## src/sv/khvr_pkg.sv

```systemverilog
// ============================================================================
// khvr_pkg: shared definitions for the key-hold velocity ramp
// Field widths, register codes, reset values, FSM states and the
// fixed-point helper functions used by the ramp datapath.
// ============================================================================
`timescale 1ns / 1ps
`default_nettype none

package khvr_pkg;

    // Field widths
    localparam int KEY_W      = 3;
    localparam int NKEYS      = 5;
    localparam int TIME_W     = 32;
    localparam int VEL_W      = 16;
    localparam int SPEED_W    = 16;
    localparam int STEP_W     = 14;
    localparam int GAIN_W     = 16;
    localparam int LIMIT_W    = 15;
    localparam int CFG_IDX_W  = 8;
    localparam int CFG_DATA_W = 16;

    // Serial multiplier: radix-4, two multiplier bits per cycle
    localparam int PROD_W     = VEL_W + GAIN_W;
    localparam int MUL_DIGITS = GAIN_W / 2;
    localparam int MUL_CNT_W  = $clog2(MUL_DIGITS);

    // Square root: two radicand bits per step
    localparam int ROOT_STEPS = PROD_W / 2;
    localparam int ROOT_CNT_W = $clog2(ROOT_STEPS);
    localparam int REM_W      = SPEED_W + 1;

    // Rounded gain product: (p + 2^14) >> 15 taken as ((p >> 14) + 1) >> 1
    localparam int RND_W      = PROD_W - 14;

    localparam logic [TIME_W-1:0] HOLD_MS  = 32'd200;
    localparam logic [RND_W-1:0]  DEADBAND = 18'd4;

    // Register reset values
    localparam logic [STEP_W-1:0]  RST_LINEAR_STEP    = 14'd532;
    localparam logic [STEP_W-1:0]  RST_ANGULAR_STEP   = 14'd287;
    localparam logic [GAIN_W-1:0]  RST_BRAKE_LINEAR   = 16'd1311;
    localparam logic [GAIN_W-1:0]  RST_BRAKE_ANGULAR  = 16'd328;
    localparam logic [GAIN_W-1:0]  RST_FRIC_LINEAR    = 16'd32113;
    localparam logic [GAIN_W-1:0]  RST_FRIC_ANGULAR   = 16'd31130;
    localparam logic [LIMIT_W-1:0] RST_LINEAR_LIMIT   = 15'd8192;
    localparam logic [LIMIT_W-1:0] RST_ANGULAR_LIMIT  = 15'd8192;

    typedef enum logic [KEY_W-1:0] {
        KEY_UP    = 3'd0,
        KEY_DOWN  = 3'd1,
        KEY_LEFT  = 3'd2,
        KEY_RIGHT = 3'd3,
        KEY_BRAKE = 3'd4
    } t_key;

    typedef enum logic [CFG_IDX_W-1:0] {
        REG_LINEAR_STEP       = 8'd0,
        REG_ANGULAR_STEP      = 8'd1,
        REG_BRAKE_GAIN_LIN    = 8'd2,
        REG_BRAKE_GAIN_ANG    = 8'd3,
        REG_FRICTION_GAIN_LIN = 8'd4,
        REG_FRICTION_GAIN_ANG = 8'd5,
        REG_LINEAR_LIMIT      = 8'd6,
        REG_ANGULAR_LIMIT     = 8'd7
    } t_reg_idx;

    typedef enum logic [3:0] {
        S_IDLE,
        S_HELD,
        S_BRAKE,
        S_BRAKE_WAIT,
        S_FRIC,
        S_FRIC_WAIT,
        S_SQ,
        S_SQ_WAIT,
        S_ROOT,
        S_EMIT
    } t_state;

    typedef struct packed {
        logic              start;
        logic [VEL_W-1:0]  mag;
        logic [GAIN_W-1:0] mult;
    } t_mul_req;

    // Magnitude of a signed velocity; -32768 maps to 32768
    function automatic logic [VEL_W-1:0] vel_mag(input logic signed [VEL_W-1:0] v);
        logic [VEL_W-1:0] u;
        u = v;
        return v[VEL_W-1] ? (~u + 16'd1) : u;
    endfunction

    // Round the gain product, zero it below the deadband, else restore sign and saturate
    function automatic logic signed [VEL_W-1:0] gain_finish(
        input logic              neg,
        input logic [PROD_W-1:0] prod
    );
        logic [RND_W:0]   rnd;
        logic [RND_W-1:0] p;
        logic [VEL_W-1:0] res;
        rnd = {1'b0, prod[PROD_W-1:14]} + 19'd1;
        p   = rnd[RND_W:1];
        if (p < DEADBAND) begin
            res = '0;
        end else if (neg) begin
            res = (p > 18'd32768) ? 16'h8000 : (~p[VEL_W-1:0] + 16'd1);
        end else begin
            res = (p > 18'd32767) ? 16'h7fff : p[VEL_W-1:0];
        end
        return $signed(res);
    endfunction

    // Step toward the held direction and clamp to +/- limit
    function automatic logic signed [VEL_W-1:0] accel_clamp(
        input logic signed [VEL_W-1:0] v,
        input logic                    up,
        input logic [STEP_W-1:0]       step,
        input logic [LIMIT_W-1:0]      limit
    );
        logic signed [VEL_W+1:0] s;
        logic signed [VEL_W+1:0] lim;
        logic signed [VEL_W+1:0] stp;
        s   = $signed({{2{v[VEL_W-1]}}, v});
        lim = $signed({3'b000, limit});
        stp = $signed({4'b0000, step});
        if (up) begin
            s = s + stp;
        end else begin
            s = s - stp;
        end
        if (s > lim) begin
            s = lim;
        end else if (s < -lim) begin
            s = -lim;
        end
        return $signed(s[VEL_W-1:0]);
    endfunction

endpackage

`default_nettype wire

```

## src/sv/khvr_if.sv

```systemverilog
// ============================================================================
// khvr_if: handshake channels of the key-hold velocity ramp
// Input item, result item and register write channels, valid/ready each.
// ============================================================================
`timescale 1ns / 1ps
`default_nettype none

interface khvr_in_if;
    logic                         valid;
    logic                         ready;
    logic                         action;
    logic [khvr_pkg::KEY_W-1:0]   key;
    logic [khvr_pkg::TIME_W-1:0]  time_ms;

    modport source (output valid, output action, output key, output time_ms, input ready);
    modport sink   (input valid, input action, input key, input time_ms, output ready);
endinterface

interface khvr_out_if;
    logic                                valid;
    logic                                ready;
    logic signed [khvr_pkg::VEL_W-1:0]   linear_velocity;
    logic signed [khvr_pkg::VEL_W-1:0]   angular_velocity;
    logic        [khvr_pkg::SPEED_W-1:0] speed;

    modport source (output valid, output linear_velocity, output angular_velocity,
                    output speed, input ready);
    modport sink   (input valid, input linear_velocity, input angular_velocity,
                    input speed, output ready);
endinterface

interface khvr_cfg_if;
    logic                              valid;
    logic                              ready;
    logic [khvr_pkg::CFG_IDX_W-1:0]    index;
    logic [khvr_pkg::CFG_DATA_W-1:0]   data;

    modport source (output valid, output index, output data, input ready);
    modport sink   (input valid, input index, input data, output ready);
endinterface

`default_nettype wire

```

## src/sv/khvr_mul.sv

```systemverilog
// ============================================================================
// khvr_mul: radix-4 serial multiplier
// Unsigned 16 x 16 product, two multiplier bits per cycle, LSB first.
// ============================================================================
`timescale 1ns / 1ps
`default_nettype none

module khvr_mul (
    input  logic                          i_clk,
    input  logic                          i_rst_n,
    input  khvr_pkg::t_mul_req            i_req,
    output logic                          o_done,
    output logic [khvr_pkg::PROD_W-1:0]   o_product
);
    import khvr_pkg::*;

    logic                 r_busy;
    logic                 r_done;
    logic [MUL_CNT_W-1:0] r_cnt;
    logic [VEL_W-1:0]     r_mag;
    logic [GAIN_W-1:0]    r_mult;
    logic [VEL_W-1:0]     r_hi;
    logic [GAIN_W-1:0]    r_lo;

    logic [VEL_W+1:0]     w_pp;
    logic [VEL_W+1:0]     w_sum;

    // partial product for one radix-4 digit
    always_comb begin
        unique case (r_mult[1:0])
            2'd0:    w_pp = '0;
            2'd1:    w_pp = {2'b00, r_mag};
            2'd2:    w_pp = {1'b0, r_mag, 1'b0};
            default: w_pp = {2'b00, r_mag} + {1'b0, r_mag, 1'b0};
        endcase
    end

    assign w_sum = {2'b00, r_hi} + w_pp;

    always_ff @(posedge i_clk) begin
        if (!i_rst_n) begin
            r_busy <= 1'b0;
            r_done <= 1'b0;
            r_cnt  <= '0;
        end else begin
            r_done <= 1'b0;
            if (i_req.start) begin
                r_busy <= 1'b1;
                r_cnt  <= '0;
            end else if (r_busy) begin
                r_cnt <= r_cnt + 1'b1;
                if (r_cnt == MUL_CNT_W'(MUL_DIGITS - 1)) begin
                    r_busy <= 1'b0;
                    r_done <= 1'b1;
                end
            end
        end
    end

    always_ff @(posedge i_clk) begin
        if (i_req.start) begin
            r_mag  <= i_req.mag;
            r_mult <= i_req.mult;
            r_hi   <= '0;
        end else if (r_busy) begin
            r_mult <= {2'b00, r_mult[GAIN_W-1:2]};
            r_hi   <= w_sum[VEL_W+1:2];
            r_lo   <= {w_sum[1:0], r_lo[GAIN_W-1:2]};
        end
    end

    assign o_done    = r_done;
    assign o_product = {r_hi, r_lo};

endmodule

`default_nettype wire

```

## src/sv/key_hold_velocity_ramp_unit.sv

```systemverilog
// ============================================================================
// key_hold_velocity_ramp_unit: key-hold velocity ramp, top level
// Press beat: recorded in S_IDLE, input ready stays high throughout.
// Update beat: two 8-digit serial multiply passes (three with brake), then a
// 16-step root; the result is registered in S_EMIT, and input ready rises as
// it turns valid, so no beat is taken before then. S_EMIT stalls on a full output.
// Sync active-low reset: registers to defaults, all keys unseen, velocities 0.
// ============================================================================
`timescale 1ns / 1ps
`default_nettype none

module key_hold_velocity_ramp_unit (
    input  logic        i_clk,
    input  logic        i_rst_n,
    khvr_in_if.sink     i_in,
    khvr_out_if.source  o_out,
    khvr_cfg_if.sink    i_cfg
);
    import khvr_pkg::*;

    // ------------------------------------------------------------------
    // Configuration registers
    // ------------------------------------------------------------------
    logic [STEP_W-1:0]  r_lin_step;
    logic [STEP_W-1:0]  r_ang_step;
    logic [GAIN_W-1:0]  r_brk_lin;
    logic [GAIN_W-1:0]  r_brk_ang;
    logic [GAIN_W-1:0]  r_fric_lin;
    logic [GAIN_W-1:0]  r_fric_ang;
    logic [LIMIT_W-1:0] r_lin_limit;
    logic [LIMIT_W-1:0] r_ang_limit;

    // ------------------------------------------------------------------
    // Key table and ramp state
    // ------------------------------------------------------------------
    logic [TIME_W-1:0]       r_press_time [NKEYS];
    logic [NKEYS-1:0]        r_press_seen;
    logic [TIME_W-1:0]       r_now;
    logic [NKEYS-1:0]        r_held;
    logic signed [VEL_W-1:0] r_lin;
    logic signed [VEL_W-1:0] r_ang;

    // square root unit
    logic [PROD_W-1:0]       r_rad;
    logic [REM_W-1:0]        r_rem;
    logic [SPEED_W-1:0]      r_root;
    logic [ROOT_CNT_W-1:0]   r_cnt;

    // output register, frees the input side while a result waits
    logic                    r_out_valid;
    logic signed [VEL_W-1:0] r_out_lin;
    logic signed [VEL_W-1:0] r_out_ang;
    logic [SPEED_W-1:0]      r_out_speed;

    t_state r_state;
    t_state n_state;

    logic              w_in_ready;
    logic              w_in_fire;
    logic              w_out_fire;
    logic              w_emit;
    logic              w_cfg_fire;
    logic [NKEYS-1:0]  w_held;
    logic [TIME_W-1:0] w_elapsed [NKEYS];

    t_mul_req          w_req_lin;
    t_mul_req          w_req_ang;
    logic              w_lin_done;
    logic              w_ang_done;
    logic [PROD_W-1:0] w_prod_lin;
    logic [PROD_W-1:0] w_prod_ang;

    logic              w_fwd_up;
    logic              w_fwd_dn;
    logic              w_turn_lt;
    logic              w_turn_rt;

    logic [REM_W+1:0]  w_remx;
    logic [REM_W+1:0]  w_trial;
    logic [REM_W+1:0]  w_diff;
    logic              w_ge;

    assign w_in_fire  = i_in.valid && w_in_ready;
    assign w_out_fire = r_out_valid && o_out.ready;
    assign w_emit     = (r_state == S_EMIT) && (!r_out_valid || o_out.ready);
    assign w_cfg_fire = i_cfg.valid && i_cfg.ready;

    assign i_in.ready  = w_in_ready;
    assign i_cfg.ready = 1'b1;

    assign o_out.valid            = r_out_valid;
    assign o_out.linear_velocity  = r_out_lin;
    assign o_out.angular_velocity = r_out_ang;
    assign o_out.speed            = r_out_speed;

    // ------------------------------------------------------------------
    // Hold test: a key counts as held when seen and pressed less than
    // HOLD_MS ago. The elapsed time wraps, so a press stamped in the
    // future looks old and is not held.
    // ------------------------------------------------------------------
    always_comb begin
        for (int k = 0; k < NKEYS; k++) begin
            w_elapsed[k] = r_now - r_press_time[k];
            w_held[k]    = r_press_seen[k] && (w_elapsed[k] < HOLD_MS);
        end
    end

    // opposite keys held together cancel: the axis then coasts on friction
    assign w_fwd_up  = r_held[KEY_UP] && !r_held[KEY_DOWN];
    assign w_fwd_dn  = r_held[KEY_DOWN] && !r_held[KEY_UP];
    assign w_turn_lt = r_held[KEY_LEFT] && !r_held[KEY_RIGHT];
    assign w_turn_rt = r_held[KEY_RIGHT] && !r_held[KEY_LEFT];

    // ------------------------------------------------------------------
    // Square root step: restoring, two radicand bits per cycle
    // ------------------------------------------------------------------
    assign w_remx  = {r_rem, r_rad[PROD_W-1 -: 2]};
    assign w_trial = {1'b0, r_root, 2'b01};
    assign w_ge    = (w_remx >= w_trial);
    assign w_diff  = w_remx - w_trial;

    // ------------------------------------------------------------------
    // Multipliers: one lane per axis, run in lockstep. The same lane
    // serves brake gain, friction gain and the squares for speed.
    // ------------------------------------------------------------------
    khvr_mul u_mul_lin (
        .i_clk     (i_clk),
        .i_rst_n   (i_rst_n),
        .i_req     (w_req_lin),
        .o_done    (w_lin_done),
        .o_product (w_prod_lin)
    );

    khvr_mul u_mul_ang (
        .i_clk     (i_clk),
        .i_rst_n   (i_rst_n),
        .i_req     (w_req_ang),
        .o_done    (w_ang_done),
        .o_product (w_prod_ang)
    );

    // ------------------------------------------------------------------
    // Sequencer: next state
    // ------------------------------------------------------------------
    always_comb begin
        n_state = r_state;
        unique case (r_state)
            S_IDLE: begin
                if (w_in_fire && i_in.action) n_state = S_HELD;
            end
            S_HELD: begin
                n_state = w_held[KEY_BRAKE] ? S_BRAKE : S_FRIC;
            end
            S_BRAKE:      n_state = S_BRAKE_WAIT;
            S_BRAKE_WAIT: begin
                if (w_lin_done) n_state = S_FRIC;
            end
            S_FRIC:       n_state = S_FRIC_WAIT;
            S_FRIC_WAIT: begin
                if (w_lin_done) n_state = S_SQ;
            end
            S_SQ:         n_state = S_SQ_WAIT;
            S_SQ_WAIT: begin
                if (w_lin_done) n_state = S_ROOT;
            end
            S_ROOT: begin
                if (r_cnt == ROOT_CNT_W'(ROOT_STEPS - 1)) n_state = S_EMIT;
            end
            S_EMIT: begin
                if (w_emit) n_state = S_IDLE;
            end
            default:      n_state = S_IDLE;
        endcase
    end

    // ------------------------------------------------------------------
    // Sequencer: outputs (input ready, multiplier launches)
    // ------------------------------------------------------------------
    always_comb begin
        w_in_ready      = (r_state == S_IDLE);
        w_req_lin.start = 1'b0;
        w_req_lin.mag   = vel_mag(r_lin);
        w_req_lin.mult  = vel_mag(r_lin);
        w_req_ang.start = 1'b0;
        w_req_ang.mag   = vel_mag(r_ang);
        w_req_ang.mult  = vel_mag(r_ang);
        unique case (r_state)
            S_BRAKE: begin
                w_req_lin.start = 1'b1;
                w_req_lin.mult  = r_brk_lin;
                w_req_ang.start = 1'b1;
                w_req_ang.mult  = r_brk_ang;
            end
            S_FRIC: begin
                w_req_lin.start = 1'b1;
                w_req_lin.mult  = r_fric_lin;
                w_req_ang.start = 1'b1;
                w_req_ang.mult  = r_fric_ang;
            end
            S_SQ: begin
                // multiplier operand already set to the magnitude: square
                w_req_lin.start = 1'b1;
                w_req_ang.start = 1'b1;
            end
            default: begin
            end
        endcase
    end

    always_ff @(posedge i_clk) begin
        if (!i_rst_n) begin
            r_state <= S_IDLE;
        end else begin
            r_state <= n_state;
        end
    end

    // ------------------------------------------------------------------
    // Control state: registers, seen bits, velocities, output valid
    // ------------------------------------------------------------------
    always_ff @(posedge i_clk) begin
        if (!i_rst_n) begin
            r_lin_step   <= RST_LINEAR_STEP;
            r_ang_step   <= RST_ANGULAR_STEP;
            r_brk_lin    <= RST_BRAKE_LINEAR;
            r_brk_ang    <= RST_BRAKE_ANGULAR;
            r_fric_lin   <= RST_FRIC_LINEAR;
            r_fric_ang   <= RST_FRIC_ANGULAR;
            r_lin_limit  <= RST_LINEAR_LIMIT;
            r_ang_limit  <= RST_ANGULAR_LIMIT;
            r_press_seen <= '0;
            r_lin        <= '0;
            r_ang        <= '0;
            r_out_valid  <= 1'b0;
        end else begin
            // a new result may replace the one taken in the same cycle
            if (w_emit) begin
                r_out_valid <= 1'b1;
            end else if (w_out_fire) begin
                r_out_valid <= 1'b0;
            end

            // register writes; indexes past the list are dropped
            if (w_cfg_fire) begin
                unique case (i_cfg.index)
                    REG_LINEAR_STEP:       r_lin_step  <= i_cfg.data[STEP_W-1:0];
                    REG_ANGULAR_STEP:      r_ang_step  <= i_cfg.data[STEP_W-1:0];
                    REG_BRAKE_GAIN_LIN:    r_brk_lin   <= i_cfg.data;
                    REG_BRAKE_GAIN_ANG:    r_brk_ang   <= i_cfg.data;
                    REG_FRICTION_GAIN_LIN: r_fric_lin  <= i_cfg.data;
                    REG_FRICTION_GAIN_ANG: r_fric_ang  <= i_cfg.data;
                    REG_LINEAR_LIMIT:      r_lin_limit <= i_cfg.data[LIMIT_W-1:0];
                    REG_ANGULAR_LIMIT:     r_ang_limit <= i_cfg.data[LIMIT_W-1:0];
                    default: begin
                    end
                endcase
            end

            unique case (r_state)
                S_IDLE: begin
                    // unused key codes are ignored
                    if (w_in_fire && !i_in.action && (i_in.key < KEY_W'(NKEYS))) begin
                        r_press_seen[i_in.key] <= 1'b1;
                    end
                end
                S_BRAKE_WAIT: begin
                    if (w_lin_done) begin
                        r_lin <= gain_finish(r_lin[VEL_W-1], w_prod_lin);
                        r_ang <= gain_finish(r_ang[VEL_W-1], w_prod_ang);
                    end
                end
                S_FRIC_WAIT: begin
                    // friction ran on both axes; keep it only where no key drives
                    if (w_lin_done) begin
                        r_lin <= (w_fwd_up || w_fwd_dn)
                               ? accel_clamp(r_lin, w_fwd_up, r_lin_step, r_lin_limit)
                               : gain_finish(r_lin[VEL_W-1], w_prod_lin);
                        r_ang <= (w_turn_lt || w_turn_rt)
                               ? accel_clamp(r_ang, w_turn_lt, r_ang_step, r_ang_limit)
                               : gain_finish(r_ang[VEL_W-1], w_prod_ang);
                    end
                end
                default: begin
                end
            endcase
        end
    end

    // ------------------------------------------------------------------
    // Payload: press stamps, hold flags, root unit, result beat
    // ------------------------------------------------------------------
    always_ff @(posedge i_clk) begin
        unique case (r_state)
            S_IDLE: begin
                if (w_in_fire) begin
                    r_now <= i_in.time_ms;
                    if (!i_in.action && (i_in.key < KEY_W'(NKEYS))) begin
                        r_press_time[i_in.key] <= i_in.time_ms;
                    end
                end
            end
            S_HELD: begin
                r_held <= w_held;
            end
            S_SQ_WAIT: begin
                // lin^2 + ang^2 is at most 2^31, no carry out
                if (w_lin_done) begin
                    r_rad  <= w_prod_lin + w_prod_ang;
                    r_rem  <= '0;
                    r_root <= '0;
                    r_cnt  <= '0;
                end
            end
            S_ROOT: begin
                r_rad <= {r_rad[PROD_W-3:0], 2'b00};
                r_cnt <= r_cnt + 1'b1;
                if (w_ge) begin
                    r_rem  <= w_diff[REM_W-1:0];
                    r_root <= {r_root[SPEED_W-2:0], 1'b1};
                end else begin
                    r_rem  <= w_remx[REM_W-1:0];
                    r_root <= {r_root[SPEED_W-2:0], 1'b0};
                end
            end
            S_EMIT: begin
                if (w_emit) begin
                    r_out_lin   <= r_lin;
                    r_out_ang   <= r_ang;
                    r_out_speed <= r_root;
                end
            end
            default: begin
            end
        endcase
    end

    // ------------------------------------------------------------------
    // Assertions
    // ------------------------------------------------------------------
    // both multiplier lanes are launched together and must finish together
    a_mul_lockstep: assert property (@(posedge i_clk) disable iff (!i_rst_n)
        w_lin_done == w_ang_done)
        else $error("multiplier lanes out of step");

    // a result beat is only raised from the emit state
    a_emit_source: assert property (@(posedge i_clk) disable iff (!i_rst_n)
        $rose(r_out_valid) |-> $past(r_state == S_EMIT))
        else $error("result beat raised outside emit");

    // a brake press marks the brake key as seen
    a_brake_seen: assert property (@(posedge i_clk) disable iff (!i_rst_n)
        (w_in_fire && !i_in.action && (i_in.key == KEY_BRAKE)) |=> r_press_seen[KEY_BRAKE])
        else $error("brake press not recorded");

endmodule

`default_nettype wire

```

## src/flat_wrapper.sv

```systemverilog
// flat-port wrapper written by rule: the top's interface ports become plain ports
module key_hold_velocity_ramp_unit_flat import khvr_pkg::*;
  (i_clk, i_rst_n, i_in_valid, i_in_action, i_in_key, i_in_time_ms, i_in_ready, o_out_valid, o_out_linear_velocity, o_out_angular_velocity, o_out_speed, o_out_ready, i_cfg_valid, i_cfg_index, i_cfg_data, i_cfg_ready);
  khvr_in_if i_in_i ();
  khvr_out_if o_out_i ();
  khvr_cfg_if i_cfg_i ();
  input  logic i_clk;
  input  logic i_rst_n;
  input wire logic [$bits(i_in_i.valid)-1:0] i_in_valid;
  input wire logic [$bits(i_in_i.action)-1:0] i_in_action;
  input wire logic [$bits(i_in_i.key)-1:0] i_in_key;
  input wire logic [$bits(i_in_i.time_ms)-1:0] i_in_time_ms;
  output wire logic [$bits(i_in_i.ready)-1:0] i_in_ready;
  output wire logic [$bits(o_out_i.valid)-1:0] o_out_valid;
  output wire logic [$bits(o_out_i.linear_velocity)-1:0] o_out_linear_velocity;
  output wire logic [$bits(o_out_i.angular_velocity)-1:0] o_out_angular_velocity;
  output wire logic [$bits(o_out_i.speed)-1:0] o_out_speed;
  input wire logic [$bits(o_out_i.ready)-1:0] o_out_ready;
  input wire logic [$bits(i_cfg_i.valid)-1:0] i_cfg_valid;
  input wire logic [$bits(i_cfg_i.index)-1:0] i_cfg_index;
  input wire logic [$bits(i_cfg_i.data)-1:0] i_cfg_data;
  output wire logic [$bits(i_cfg_i.ready)-1:0] i_cfg_ready;
  assign i_in_i.valid = i_in_valid;
  assign i_in_i.action = i_in_action;
  assign i_in_i.key = i_in_key;
  assign i_in_i.time_ms = i_in_time_ms;
  assign i_in_ready = i_in_i.ready;
  assign o_out_valid = o_out_i.valid;
  assign o_out_linear_velocity = o_out_i.linear_velocity;
  assign o_out_angular_velocity = o_out_i.angular_velocity;
  assign o_out_speed = o_out_i.speed;
  assign o_out_i.ready = o_out_ready;
  assign i_cfg_i.valid = i_cfg_valid;
  assign i_cfg_i.index = i_cfg_index;
  assign i_cfg_i.data = i_cfg_data;
  assign i_cfg_ready = i_cfg_i.ready;
  key_hold_velocity_ramp_unit u_core (.i_clk(i_clk), .i_rst_n(i_rst_n), .i_in(i_in_i), .o_out(o_out_i), .i_cfg(i_cfg_i));
endmodule
```

## config.mk

```make
export PLATFORM = sky130hd
export DESIGN_NAME = key_hold_velocity_ramp_unit_flat
export DESIGN_NICKNAME = d
export VERILOG_FILES = /design/src/sv/khvr_pkg.sv /design/src/sv/khvr_if.sv /design/src/sv/khvr_mul.sv /design/src/sv/key_hold_velocity_ramp_unit.sv /design/src/flat_wrapper.sv
export SDC_FILE = /design/constraint.sdc
export NUM_CORES = 2
export LEC_CHECK = 0
export ABC_AREA = 0
export BUFFER_PORTS_ARGS = -buffer_cell sky130_fd_sc_hd__buf_2
export CORE_UTILIZATION = 55
export CTS_CLUSTER_SIZE = 20
export DETAILED_ROUTE_END_ITERATION = 7
export PLACE_DENSITY = 0.71
export SLEW_MARGIN = 30
export SYNTH_ARGS = -nofsm -noshare
export SYNTH_HDL_FRONTEND = slang
export SYNTH_SLANG_ARGS = --single-unit
```

## constraint.sdc

```tcl
create_clock -name i_clk -period 6.4 [get_ports i_clk]
set_clock_uncertainty 0.1 [all_clocks]
set_input_delay 1.92 -clock i_clk [delete_from_list [all_inputs] [get_ports i_clk]]
set_output_delay 1.92 -clock i_clk [all_outputs]
set_load 0.01 [all_outputs]
```

==> impl_results.md <==
- Result of the run: finished clean
- Top fanout value on the critical path: 31
- Setup repair after global routing missed its margin: no
- Timing-limited maximum frequency: around 170 MHz
- Data required time at the worst endpoint: a little under 7 ns
- FILL cells: between 6k and 7k
- Total of warnings raised by yosys: 0
- Deepest level of the CTS H-tree: 3
- Non-filler cells, final: between 5k and 6k
- Number of distinct standard cells referenced by the synthesized netlist: approximately 100
- Synthesized netlist cell count: 4,603
- Capture point of the worst reg-to-reg path: u_core.r_lin[13]
- Clock period minus final worst setup slack: around 5.9 ns
- Count of buffer and inverter cells on the critical path: 2
- Fraction of the yosys area taken by sequential cells: 0.392
- Routed len/inst: just over 20 um
- Vias per inst: approximately 6.1
- Post-CTS Setup Repair Bufs: 0
- Die Ht: roughly 280 um
- Commonest non-fill, non-tap cells in the layout: sky130_fd_sc_hd__nand2_1, sky130_fd_sc_hd__edfxtp_1, sky130_fd_sc_hd__nor2_1
- Lkg Pwr: between 15 and 20 nW
- Crit path depth: 24
- TritonCTS sink count: around 610
- Type of the worst setup path: reg -> reg
- Critical Path End Type: flop
- Horizontal extent of the die: between 200 and 300 um
- Synth Net Count: 5,051
- Diode count: 0
- Worst-case clock buffer depth: 3
- Worst-path cell chain: nor3_1, nand2_1, nor3_2, nor2_1, xnor2_1, ha_1, a21o_1, o21ai_0, a21oi_1, o41ai_1, buf_4, xnor2_1, ha_1, a21o_1, a211oi_1, nor4bb_1, a221oi_1, o211ai_1, a311oi_2, buf_12, and2_1, o31a_1, a211oi_1, nor2_1
- Rel. slew slack: 0.342
- Number of top-level pins: ~120
- WP data arrival: around 6.3 ns
- Maximum number of pins on one net before global-route repair: 70
- Clock buffers created by TritonCTS: 70
- Kind of start point of the critical path: flop
- Post-route cell area: 45,800 um^2
- Max-capacitance violation count: 0
- Total via count in the routed design: roughly 35k
- Dominant cell type by area after synthesis: sky130_fd_sc_hd__edfxtp_1
- DP HPWL: between 80,000 and 90,000 um
- Root cell of the clock tree: sky130_fd_sc_hd__clkbuf_16
- End point of the critical path: u_core.r_lin[13]
- CTS tree: yes
- TNS Setup: 0 ns
- Cell count of the worst hold path: 0
- First-pass GRT wire length: between 150,000 and 200,000 um
- Area share of the largest cell type after synthesis: 0.294
- Std-Cell Rows: 100
- Instance area after placement: approximately 43,000 um^2
- Period Utilization, post-route: 0.916
- DRT iter0 DRCs: about 3.3k
- Via count of the first global-routing pass: 32.5k
- Cell Count Post-Placement: between 5k and 6k
- #FFs+latches synth: between 600 and 700
- I/O Buffers: 114
- Primary flip-flop cell chosen by synthesis mapping: sky130_fd_sc_hd__edfxtp_1
- R2r setup slk: approximately 0.54 ns
- Insertion delay of the later-clocked pin in the worst-skew pair: 0.64 ns
- Synth area leaders: sky130_fd_sc_hd__edfxtp_1, sky130_fd_sc_hd__ha_1, sky130_fd_sc_hd__dfxtp_1
- Minimum setup slack after placement: just under 0.6 ns
- Path class of the lowest-slack min-delay path: reg -> reg
- Core footprint: between 70,000 and 80,000 um^2
- Pwr dens: 271 nW/um^2
- Total routed wirelength: about 110,000 um
- Fraction of layout cells with a size suffix above 1: 0.0832
- Detailed-routing iteration count for the pre-antenna-repair pass: 5
- Worst r2r src: u_core.r_lin_step[2]
- Worst-Margin Slew: 0.978 ns
- Number of flops mapped to enable cells by yosys: 409
- Fin. Hold Viols: 0
- Drt drc: 0
- Commonest non-fill, non-tap cell in the layout: sky130_fd_sc_hd__nand2_1
- Share of flip-flops with an asynchronous set or reset: 0
- Count of cells along the worst register-to-register path: 24
- Number of endpoints failing setup at the final stage: 0
- Maximum ir drop on the vdd rail: around 0.21 mV
- Residual antenna-violating net count after detailed routing: 0
- Syn Std Cell Area: 41,800 um^2
- Mapped Avg Cell Area: between 9 and 10 um^2
- Gp weighted congestion: ~0.94
- Starting utilization of the core area: 0.558
- Area added between synthesis and finish: 9.65%
- Number of max-slew violations in the final report: 0
- Kind of cell with the highest combined delay on the critical path: compound AO/OA/AOI/OAI gates
- Nets: slightly above 5k
- GR Overflow Total: 0
- CP max stage delay: approximately 0.47 ns
- PnR worst setup slack: 0.540 ns
- Library cell contributing the largest single delay on the critical path: sky130_fd_sc_hd__nor4bb_1
- Clock-pin slew of the registers on the worst-case setup and hold paths: 0.06 ns
- Die footprint: roughly 77,000 um^2
- Origin of the worst setup path: u_core.r_lin_step[2]
- Total track usage: 0.295
- Initial antenna violation count: 5
## power breakdown
part / internal, mW / total [mW] / leakage (nW) / switching [mW]
Clock: 2.45 / 4.21 / 1.18 / 1.77
Combinational: 1.40 / 3.35 / 12.1 / 1.95
Sequential: 4.46 / 4.86 / 5.33 / 0.397
Total: 8.31 / 12.4 / 18.6 / 4.12
## worst min-delay path by stage
| stage | start | end |
|---|---|---|
| after detailed placement | u_core.r_root[6] | u_core.o_out.speed[6] |
| after floorplan | u_core.r_root[0] | u_core.o_out.speed[0] |
| after CTS | u_core.r_root[4] | u_core.o_out.speed[4] |
| after global routing | u_core.r_root[6] | u_core.o_out.speed[6] |
| after global placement | u_core.r_root[11] | u_core.o_out.speed[11] |
| final | u_core.r_root[4] | u_core.o_out.speed[4] |
## timing repair
action | in CTS | in global routing
resized for setup | 0 | 3
endpoints found under the hold margin | 0 | 0
setup endpoints to repair | 0 | 7
hold buffers | 0 | 0
## worst reg2reg max path: stages (launching register included)
cell,delay [ns]
sky130_fd_sc_hd__dfxtp_1,0.35
sky130_fd_sc_hd__nor3_1,0.25
sky130_fd_sc_hd__nand2_1,0.10
sky130_fd_sc_hd__nor3_2,0.27
sky130_fd_sc_hd__nor2_1,0.09
sky130_fd_sc_hd__xnor2_1,0.24
sky130_fd_sc_hd__ha_1,0.30
sky130_fd_sc_hd__a21o_1,0.21
sky130_fd_sc_hd__o21ai_0,0.16
sky130_fd_sc_hd__a21oi_1,0.10
sky130_fd_sc_hd__o41ai_1,0.36
sky130_fd_sc_hd__buf_4,0.20
sky130_fd_sc_hd__xnor2_1,0.21
sky130_fd_sc_hd__ha_1,0.31
sky130_fd_sc_hd__a21o_1,0.17
sky130_fd_sc_hd__a211oi_1,0.36
sky130_fd_sc_hd__nor4bb_1,0.47
sky130_fd_sc_hd__a221oi_1,0.20
sky130_fd_sc_hd__o211ai_1,0.15
sky130_fd_sc_hd__a311oi_2,0.16
sky130_fd_sc_hd__buf_12,0.20
sky130_fd_sc_hd__and2_1,0.16
sky130_fd_sc_hd__o31a_1,0.26
sky130_fd_sc_hd__a211oi_1,0.26
sky130_fd_sc_hd__nor2_1,0.08
## per-layer routing
metal  up-vias  wire length [um]  track usage
met2      1214             49700        0.449
met5         -                47            0
met3       209              9440       0.0551
li1      16900                 -            -
met4         6              3660        0.101
met1     16400             51900        0.420
## final cells by class
type,count,area (um^2),share of cell area
clock inverter,42,508,0.0111
sequential,614,16400,0.358
tap,969,1210,0.0265
inverter,324,1220,0.0266
multi-input combinational,3485,23500,0.514
clock buffer,87,1910,0.0417
timing repair buffer,169,1020,0.0223
## per-stage QoR
step           hold WS (ns)  total power, mW   util
3_3_place_gp          0.335             8.17  0.579
4_1_cts               0.334             12.4  0.611
3_5_place_dp          0.336             8.21  0.579
6_report              0.340             12.4  0.612
2_1_floorplan         0.326             7.35      -
5_1_grt               0.348             13.0  0.612
## state kept, by name, summed over array words and instances, names as in the netlist, 17 cells and up
| signal | flops |
|---|---|
| u_core.r_press_time | 160 |
| u_core.r_now | 32 |
| u_core.r_rad | 32 |
| u_core.r_rem | 17 |
## synthesized netlist by cell type (all sizes together) (15+ instances only)
cell type	n
nor3	121
nand2	489
nor4	26
nor2b	46
o31ai	41
nor3b	16
clkbuf	159
dfxtp	205
inv	324
xnor2	187
nor2	378
a21o	97
buf	21
nand2b	63
a22oi	39
o21a	44
xor2	114
a31oi	80
o211ai	24
edfxtp	409
nand3	137
o21ai	232
and3	32
a22o	32
a211oi	36
or2	17
mux2i	72
and2	32
a221oi	15
or3	40
nand4	40
mux2	29
a21oi	371
o21bai	23
ha	376
o31a	19
a2111oi	18
## kinds of logic (layout without fill, tap and decap cells)
family	count (synthesis)	in the layout	synth area share
AOI/OAI and AO/OA	1213	1213	0.189
xor gates and xnor gates	301	301	0.0631
adders and majority gates	383	383	0.116
buffers and inverters	504	622	0.0471
DFF	614	614	0.392
muxes	101	101	0.0251
other	1	1	0.0000898
and+or+nand+nor	1486	1486	0.167
No activity file was read; power rests on OpenSTA's default activity.
